File: src/rtl/core/slid_pkg.sv
// ----------------------------------------------------------------------------
// slid_pkg
// Shared types and constants of the sorted list engine: sizes, operation
// and status codes, state machine states and the per-cell control group.
// ----------------------------------------------------------------------------
package slid_pkg;

  localparam int unsigned CAPACITY = 16;
  localparam int unsigned VALUE_W  = 16;
  localparam int unsigned CNT_W    = $clog2(CAPACITY + 1);
  localparam int unsigned STATUS_W = 3;
  localparam int unsigned COUNT_W  = 5;

  typedef enum logic {
    OP_INSERT = 1'b0,
    OP_DELETE = 1'b1
  } op_e;

  typedef enum logic [STATUS_W-1:0] {
    ST_INSERTED  = 3'd0,
    ST_DELETED   = 3'd1,
    ST_NOT_FOUND = 3'd2,
    ST_EMPTY     = 3'd3,
    ST_FULL      = 3'd4
  } status_e;

  typedef enum logic {
    S_IDLE   = 1'b0,
    S_UPDATE = 1'b1
  } state_e;

  // Control broadcast to every cell of the chain.
  typedef struct packed {
    logic sample;  // latch compare flags against the incoming value
    logic ins;     // apply an insert
    logic del;     // apply a delete (only when a match exists)
  } cell_ctrl_t;

endpackage

File: src/rtl/core/slid_cell.sv
// ----------------------------------------------------------------------------
// slid_cell
// One slot of the sorted chain. Holds an entry and its valid bit, compares
// against the broadcast value, and shifts toward either neighbor.
// ----------------------------------------------------------------------------
module slid_cell (
  input  logic                                clk_i,
  input  logic                                rst_ni,
  input  slid_pkg::cell_ctrl_t                ctrl_i,
  input  logic signed [slid_pkg::VALUE_W-1:0] value_i,
  input  logic signed [slid_pkg::VALUE_W-1:0] left_entry_i,
  input  logic                                left_valid_i,
  input  logic                                left_lt_i,
  input  logic signed [slid_pkg::VALUE_W-1:0] right_entry_i,
  input  logic                                right_valid_i,
  output logic signed [slid_pkg::VALUE_W-1:0] entry_o,
  output logic                                valid_o,
  output logic                                lt_o,
  output logic                                eq_o
);
  import slid_pkg::*;

  logic signed [VALUE_W-1:0] entry_q;
  logic                      valid_q;
  logic                      lt_q;
  logic                      eq_q;

  always_ff @(posedge clk_i or negedge rst_ni) begin
    if (!rst_ni) begin
      valid_q <= 1'b0;
      lt_q    <= 1'b0;
      eq_q    <= 1'b0;
    end else begin
      if (ctrl_i.sample) begin
        lt_q <= valid_q && (entry_q < value_i);
        eq_q <= valid_q && (entry_q == value_i);
      end
      // Cells holding smaller values stay put; the rest move one slot.
      if (ctrl_i.ins) begin
        valid_q <= valid_q | left_valid_i;
      end else if (ctrl_i.del && !lt_q) begin
        valid_q <= right_valid_i;
      end
    end
  end

  always_ff @(posedge clk_i) begin
    if (ctrl_i.ins && !lt_q) begin
      entry_q <= left_lt_i ? value_i : left_entry_i;
    end else if (ctrl_i.del && !lt_q) begin
      entry_q <= right_entry_i;
    end
  end

  assign entry_o = entry_q;
  assign valid_o = valid_q;
  assign lt_o    = lt_q;
  assign eq_o    = eq_q;

endmodule

File: src/rtl/core/sorted_list_insert_delete.sv
// ----------------------------------------------------------------------------
// sorted_list_insert_delete
// Bounded table of signed Q8.8 values kept in ascending order in a chain of
// cells. Inserts go in front of the first entry not smaller than the value;
// deletes remove the first equal entry. Each request answers with a status
// and the resulting count.
// ----------------------------------------------------------------------------
// A request is accepted only in the idle state, so a new one is not taken until the
// previous update is done; all cells compare in the accept cycle and shift together
// in the update state.
// A result not taken by the sink stalls the update cycle, not the accept.
// Reset clears every valid bit and the count; the table starts empty.
module sorted_list_insert_delete (
  input  logic                              clk_i,
  input  logic                              rst_ni,
  input  logic                              s_axis_tvalid_i,
  output logic                              s_axis_tready_o,
  input  logic [15:0]                       s_axis_tdata_i,  // [15:0] value
  input  logic                              s_axis_tuser_i,  // [0] func
  output logic                              m_axis_tvalid_o,
  input  logic                              m_axis_tready_i,
  output logic [7:0]                        m_axis_tdata_o,  // [4:0] count
  output logic [slid_pkg::STATUS_W-1:0]     m_axis_tuser_o   // [2:0] status
);
  import slid_pkg::*;

  state_e state_q, state_d;

  op_e                       op_q;
  logic signed [VALUE_W-1:0] value_q;
  logic [CNT_W-1:0]          occ_q, occ_d;
  logic                      m_valid_q;
  status_e                   status_q, status_d;
  logic [COUNT_W-1:0]        count_q;

  cell_ctrl_t                ctrl;
  logic signed [VALUE_W-1:0] bcast_value;
  logic                      accept;
  logic                      commit;
  logic                      found;
  logic                      full;
  logic                      empty;
  logic [CNT_W+COUNT_W-1:0]  count_wide;

  logic signed [VALUE_W-1:0] entry_w [CAPACITY];
  logic [CAPACITY-1:0]       valid_vec;
  logic [CAPACITY-1:0]       lt_vec;
  logic [CAPACITY-1:0]       eq_vec;

  // --------------------------------------------------------------------------
  // Cell chain
  // --------------------------------------------------------------------------
  for (genvar i = 0; i < CAPACITY; i++) begin : g_cell
    logic signed [VALUE_W-1:0] left_entry;
    logic                      left_valid;
    logic                      left_lt;
    logic signed [VALUE_W-1:0] right_entry;
    logic                      right_valid;

    if (i == 0) begin : g_head
      // The head sees an always-smaller, always-valid neighbor on its left.
      assign left_entry = '0;
      assign left_valid = 1'b1;
      assign left_lt    = 1'b1;
    end else begin : g_mid
      assign left_entry = entry_w[i-1];
      assign left_valid = valid_vec[i-1];
      assign left_lt    = lt_vec[i-1];
    end

    if (i == CAPACITY - 1) begin : g_tail
      assign right_entry = '0;
      assign right_valid = 1'b0;
    end else begin : g_body
      assign right_entry = entry_w[i+1];
      assign right_valid = valid_vec[i+1];
    end

    slid_cell u_cell (
      .clk_i         (clk_i),
      .rst_ni        (rst_ni),
      .ctrl_i        (ctrl),
      .value_i       (bcast_value),
      .left_entry_i  (left_entry),
      .left_valid_i  (left_valid),
      .left_lt_i     (left_lt),
      .right_entry_i (right_entry),
      .right_valid_i (right_valid),
      .entry_o       (entry_w[i]),
      .valid_o       (valid_vec[i]),
      .lt_o          (lt_vec[i]),
      .eq_o          (eq_vec[i])
    );
  end

  assign found = |eq_vec;
  assign full  = valid_vec[CAPACITY-1];
  assign empty = !valid_vec[0];

  // --------------------------------------------------------------------------
  // Control
  // --------------------------------------------------------------------------
  always_comb begin
    state_d = state_q;
    unique case (state_q)
      S_IDLE:   if (s_axis_tvalid_i) state_d = S_UPDATE;
      S_UPDATE: if (!m_valid_q || m_axis_tready_i) state_d = S_IDLE;
      default:  state_d = S_IDLE;
    endcase
  end

  always_comb begin
    s_axis_tready_o = 1'b0;
    commit          = 1'b0;
    bcast_value     = value_q;
    unique case (state_q)
      S_IDLE: begin
        s_axis_tready_o = 1'b1;
        bcast_value     = s_axis_tdata_i;
      end
      S_UPDATE: begin
        commit = !m_valid_q || m_axis_tready_i;
      end
      default: ;
    endcase
    accept      = s_axis_tvalid_i && s_axis_tready_o;
    ctrl.sample = accept;
    ctrl.ins    = commit && (op_q == OP_INSERT) && !full;
    ctrl.del    = commit && (op_q == OP_DELETE) && found;
  end

  always_comb begin
    occ_d    = occ_q;
    status_d = ST_INSERTED;
    if (op_q == OP_INSERT) begin
      if (full) begin
        status_d = ST_FULL;
      end else begin
        status_d = ST_INSERTED;
        occ_d    = occ_q + 1'b1;
      end
    end else if (empty) begin
      status_d = ST_EMPTY;
    end else if (found) begin
      status_d = ST_DELETED;
      occ_d    = occ_q - 1'b1;
    end else begin
      status_d = ST_NOT_FOUND;
    end
  end

  assign count_wide = {{COUNT_W{1'b0}}, occ_d};

  always_ff @(posedge clk_i or negedge rst_ni) begin
    if (!rst_ni) begin
      state_q   <= S_IDLE;
      occ_q     <= '0;
      m_valid_q <= 1'b0;
    end else begin
      state_q <= state_d;
      if (commit) begin
        occ_q     <= occ_d;
        m_valid_q <= 1'b1;
      end else if (m_axis_tready_i) begin
        m_valid_q <= 1'b0;
      end
    end
  end

  always_ff @(posedge clk_i) begin
    if (accept) begin
      op_q    <= op_e'(s_axis_tuser_i);
      value_q <= s_axis_tdata_i;
    end
    if (commit) begin
      status_q <= status_d;
      count_q  <= count_wide[COUNT_W-1:0];
    end
  end

  assign m_axis_tvalid_o = m_valid_q;
  assign m_axis_tuser_o  = status_q;
  assign m_axis_tdata_o  = {{(8-COUNT_W){1'b0}}, count_q};

  // --------------------------------------------------------------------------
  // Assertions
  // --------------------------------------------------------------------------
  // Held entries always form an unbroken run from the head of the chain.
  a_valid_prefix: assert property (@(posedge clk_i) disable iff (!rst_ni)
    ((valid_vec >> 1) & ~valid_vec) == '0)
    else $error("valid bits are not a prefix");

  // The count register tracks the number of valid cells.
  a_count_match: assert property (@(posedge clk_i) disable iff (!rst_ni)
    $countones(valid_vec) == 32'(occ_q))
    else $error("count disagrees with valid cells");

  // A match can only be flagged when the table holds something.
  a_no_match_empty: assert property (@(posedge clk_i) disable iff (!rst_ni)
    (state_q == S_UPDATE && empty) |-> !found)
    else $error("match flagged in empty table");

  // An insert never runs into a full table and a delete never without a match.
  a_ctrl_guard: assert property (@(posedge clk_i) disable iff (!rst_ni)
    !(ctrl.ins && full) && !(ctrl.del && !found) && !(ctrl.ins && ctrl.del))
    else $error("illegal cell update");

  // A pending result is not overwritten before it is taken.
  a_no_overwrite: assert property (@(posedge clk_i) disable iff (!rst_ni)
    (m_valid_q && !m_axis_tready_i) |-> !commit)
    else $error("result overwritten while stalled");

endmodule

File: config.mk
export PLATFORM = sky130hd
export DESIGN_NAME = sorted_list_insert_delete
export DESIGN_NICKNAME = d
export VERILOG_FILES = /design/src/rtl/core/slid_pkg.sv /design/src/rtl/core/slid_cell.sv /design/src/rtl/core/sorted_list_insert_delete.sv
export SDC_FILE = /design/constraint.sdc
export NUM_CORES = 1
export LEC_CHECK = 0
export BUFFER_PORTS_ARGS = -buffer_cell sky130_fd_sc_hd__buf_2
export CORE_MARGIN = 5
export CORE_UTILIZATION = 64
export CTS_CLUSTER_DIAMETER = 120
export DETAILED_ROUTE_END_ITERATION = 12
export PLACE_DENSITY = 0.89
export SLEW_MARGIN = 10
export SYNTH_ARGS = -nofsm -noshare
export SYNTH_HDL_FRONTEND = slang
export SYNTH_SLANG_ARGS = --single-unit
File: constraint.sdc
create_clock -name clk_i -period 3.3 [get_ports clk_i]
set_input_delay 0 -clock clk_i [delete_from_list [all_inputs] [get_ports clk_i]]
set_output_delay 0 -clock clk_i [all_outputs]
set_load 0.01 [all_outputs]
* After elaboration in Yosys (flattened, before gate mapping)
Cells that the tools add are included.
Storage, ports and cells: bits in registers 336, output and inout bits 13
Operators by class: $add $sub $neg 2, $lt $le $gt $ge 16, equal/unequal tests 16, multiplexer cells 95, bitwise gates (word level) 17, reduce and logical (&&, ||, !) cells 122
Operators by type and width (count):
- 2-to-1 mux 16 bit | 48
- == test 16 bit | 16
- less-than comparator 16 bit | 16
- logical AND 1 bit | 69
- nonzero test 2 bit | 33
- 2-to-1 mux 1 bit | 38
- 2-to-1 mux 5 bit | 4
- zero test 1 bit | 18
- OR reduction 16 bit | 1
- OR 1 bit | 15
- 2-to-1 mux 3 bit | 2
- adder 5 x 1 -> 5 bit, second input constant | 1
- subtractor 5 x 1 -> 5 bit, second input constant | 1
- 2-to-1 mux 2 bit | 2
- inverter 1 bit | 2
- one-hot mux 1 bit (2 select lines) | 1
- logical OR 1 bit | 1

* Depth between registers and ports, before layout
depth after elaboration 8, mapped depth 12

* Cells and area by module
A second synthesis with hierarchy kept.
Second synthesis, totals: cells, all modules 2440, area total of the unflattened synthesis 23734.0 um^2
By module, submodules not included:
- slid_cell at g_cell[0].u_cell ... | instances 14, cells an instance 144, area each 1380.1 um^2, seq. area each 555.5 um^2
- slid_cell at g_cell[8].u_cell ... | instances 2, cells an instance 145, area each 1372.6 um^2, seq. area each 555.5 um^2
- sorted_list_insert_delete | instances 1, cells an instance 134, area each 1667.8 um^2, seq. area each 925.9 um^2

* Worst setup path after synthesis
OpenSTA, ideal clock, no wires.
path type reg2reg, start point register state_q, end point register g_cell[0].u_cell.lt_q, setup time 92 ps, data arrival time 2772 ps, slack 436 ps, stages on the path, launching flop included 12, path through dfrtp_1 -> buf_4 -> buf_6 -> mux2i_2 -> buf_2 -> ha_1 -> nand2_1 -> nor3_1 -> nand4_1 -> o2111ai_1 -> mux2_2 -> o31ai_2
Between the ends: longest elaborated chain between the ends 3
Ends and longest elaborated chain:
- start, declared | RTL line sorted_list_insert_delete.sv:27 | state_e state_q, state_d;
- start signal, assigned | RTL line sorted_list_insert_delete.sv:160 | state_q <= state_d;
- 2-to-1 mux 16 bit | RTL line sorted_list_insert_delete.sv:116 | unique case (state_q)
- less-than comparator 16 bit | RTL line slid_cell.sv:35 | lt_q <= valid_q && (entry_q < value_i);
- logical AND 1 bit | RTL line slid_cell.sv:35
- end signal, assigned | RTL line slid_cell.sv:35
- end, declared | RTL line slid_cell.sv:25 | logic lt_q;
Several ways; a longest one is shown, not always the timed one. A chain may end at the register's enable or synchronous reset.

* Final worst setup path
start point register state_q, end point register g_cell[6].u_cell.lt_q
Between the ends: longest elaborated chain between the ends 3
Ends and longest elaborated chain (RTL line):
- 2-to-1 mux 16 bit | sorted_list_insert_delete.sv:116
- less-than comparator 16 bit | slid_cell.sv:35
- logical AND 1 bit | slid_cell.sv:35
- end signal, assigned | slid_cell.sv:35
- end, declared | slid_cell.sv:25
Several ways; a longest one is shown, not always the timed one.

==> results.tsv <==
metric	value	unit
ir_worst_vdd	0.680	mV
synth.avg_cell_area	9.18	um2
cts_root_buffer	clkbuf_16	
fin_nets	2667	
remaining_drc_errors	0	
clock.fmax	322	MHz
viasPerCell	6.78	
tns	0	ns
holdCritPathClass	input port to async pin	
fp.dieH	194	um
yosys.cell_types.count	57	
worst_pin_slew	1.20	ns
initial_utilization	64.9	%
required	3.73	ns
grt_pass1_wl	104000	um
fp.dieW	194	um
critical_path_class	flop to flop	
stdcell_count	2867	
seq_area_frac_synth	45.1	%
grt_overflow	0	
regArea	0.00982	mm2
grt_start_max_net_pins	38	
rsz0062_at_grt	no	
row_count	67	
cp.arrival	3.54	ns
async_flop_share	16.4	%
syn2layout_area_growth	10.9	%
dieArea	0.0378	mm2
period_share	94.2	%
io_pins	34	
cts_buffers	39	
outcome	completed	
synth_top_area_cell	edfxtp_1	
synth_cells	2369	
clkTransAtPathRegs	0.06	ns
synth_top_area_share	38.8	%
clock_skew	0.0308	ns
synthFlopType	edfxtp_1	
critPathCaptureType	flop	
hold-worst-slack	0.0818	ns
grt_pass1_vias	19100	
ys_top_cells_by_area	edfxtp_1, ha_1, o21ai_0, nand2_1, dfrtp_1	
yosysMostFrequentCell	nand2_1	
clk_latency	0.56	ns
routabilityCongestion	0.970	
pre_cts_slack	0.358	ns
hpwlAfterDp	45600	um
place.port_buffers	30	
ant_nets	0	
postLayoutCoreUtil	71.9	%
drv_cap	0	
cts_resized	0	
setup_slack	0.191	ns
ys_seq_elements	336	
setup.worst_path.start_class	flop	
fin_crit	3.11	ns
synth_edf_count	281	
final-setup-viol-count	0	
syn_area	0.0217	mm2
htreeDepth	2	
antenna_found_initial	0	
drive_gt1_share	8.27	%
place_inst	2775	
crit_fanout	13	
cts_tree	built	
dr.pass1.iters	6	
p_leak	9.79	nW
yosysWarnings	0	
finalHoldViolCount	0	
vias	19400	
multi_input_area	0.0113	mm2
track_usage	34.5	%
drt_iter0_drc	2684	
detail_route.wirelength	66500	um
wl_per_cell	23.2	um
relSlewSlack	19.4	%
synth_common_cells	nand2_1, o21ai_0, edfxtp_1	
drv_slew	0	
n_antenna_cell	0	
core-area	0.0335	mm2
cts_buffer_depth	3	
fillers	2278	
power.density	896	mW/mm2
cts.sinks	336	
## report_power, final
group / internal (W) / leakage [nW] / switching, W
clock network: 0.00253 / 0.634 / 0.00180
registers: 0.00611 / 3.26 / 0.00130
logic: 0.00359 / 5.89 / 0.00628
total: 0.0122 / 9.79 / 0.00938
## critical path, stage by stage, from the launching register on
cell      delay, ns
dfrtp_2        0.59
mux2i_4        0.60
buf_4          0.35
ha_1           0.23
nand4_1        0.10
nor3_1         0.31
nand3_1        0.23
o211ai_1       0.28
xnor2_1        0.16
o21ai_0        0.11
## cells in the final DEF (no fill, tap or decap), drive strengths merged, types with 10 or more instances in the layout
cell type	count
a211oi	26
a21o	16
a21oi	96
a221oi	13
and2	10
buf	99
clkbuf	58
clkinv	11
dfrtp	55
dlygate4sd3	20
edfxtp	281
ha	258
inv	42
mux2i	16
nand2	592
nand2b	20
nand3	29
nand4	40
nor2	75
nor3	13
o211ai	13
o21a	15
o21ai	519
o31ai	10
xnor2	18
## layout make-up
| class | count | area share (%) |
|---|---|---|
| repair buffers | 119 | 4.02 |
| inverters | 41 | 0.638 |
| flip-flops and latches | 336 | 40.7 |
| well taps | 448 | 2.32 |
| multi-input cells | 1851 | 47.0 |
| clock buffers | 58 | 4.85 |
| clock inverters | 14 | 0.457 |
## final timing paths
path / from / to / slack [ns] / depth (start not counted)
max: state_q$_DFF_PN0_ / g_cell[6].u_cell.lt_o$_DFFE_PN0P_ / 0.19 / 9
max reg2reg: state_q$_DFF_PN0_ / g_cell[6].u_cell.lt_o$_DFFE_PN0P_ / 0.19 / 9
min: rst_ni / occ_q[4]$_DFFE_PN0P_ / 0.08 / 2
min reg2reg: g_cell[12].u_cell.eq_o$_DFFE_PN0P_ / g_cell[12].u_cell.eq_o$_DFFE_PN0P_ / 0.50 / 2
min in group clk_i: s_axis_tuser_i / op_q$_DFFE_PP_ / 0.16 / 2
max in group asynchronous: rst_ni / g_cell[8].u_cell.valid_o$_DFFE_PN0P_ / 2.16 / 3
## through the flow
| stage | power (W) | instance area [um2] |
|---|---|---|
| global route | 0.0229 | 24100 |
| CTS | 0.0212 | 24100 |
| finish | 0.0216 | 24100 |
| detailed placement | 0.0168 | 22600 |
| floorplan | 0.0134 | 21800 |
| global placement | 0.0161 | 22600 |
## kinds of logic (layout without fill, tap and decap cells)
kind of cell,Yosys count,in the layout,synth area share (%)
muxes,17,17,0.926
AOI/OAI and AO/OA,742,742,19.0
xor gates and xnor gates,22,22,0.886
buffers and inverters,184,232,3.53
other,1,3,0.0172
adders and majority gates,258,258,14.8
DFF,336,336,45.1
and+or+nand+nor,809,809,15.7
## metal layers
layer	vias to the layer above	track usage [%]	part of all wire, %
met1	9059	44.2	37
li1	8642	-	-
met5	-	0	0
met3	357	7.29	11
met4	0	19.0	6.9
met2	1390	55.3	45
## state kept, by name, indices dropped and copies added, names as in the netlist, 3 cells and up
| signal | count |
|---|---|
| g_cell.u_cell.entry_o | 256 |
| g_cell.u_cell.eq_o | 16 |
| g_cell.u_cell.lt_o | 16 |
| g_cell.u_cell.valid_o | 16 |
| value_q | 16 |
| count_q | 5 |
| occ_q | 5 |
| m_axis_tuser_o | 3 |
## what timing repair did
action / 4_1_cts / 5_1_grt
setup buffers: 0 / 0
setup endpoints to repair: 0 / 0
endpoints found under the hold margin: 47 / 0
hold buffers: 20 / 0
No activity file was read; power rests on OpenSTA's default activity.
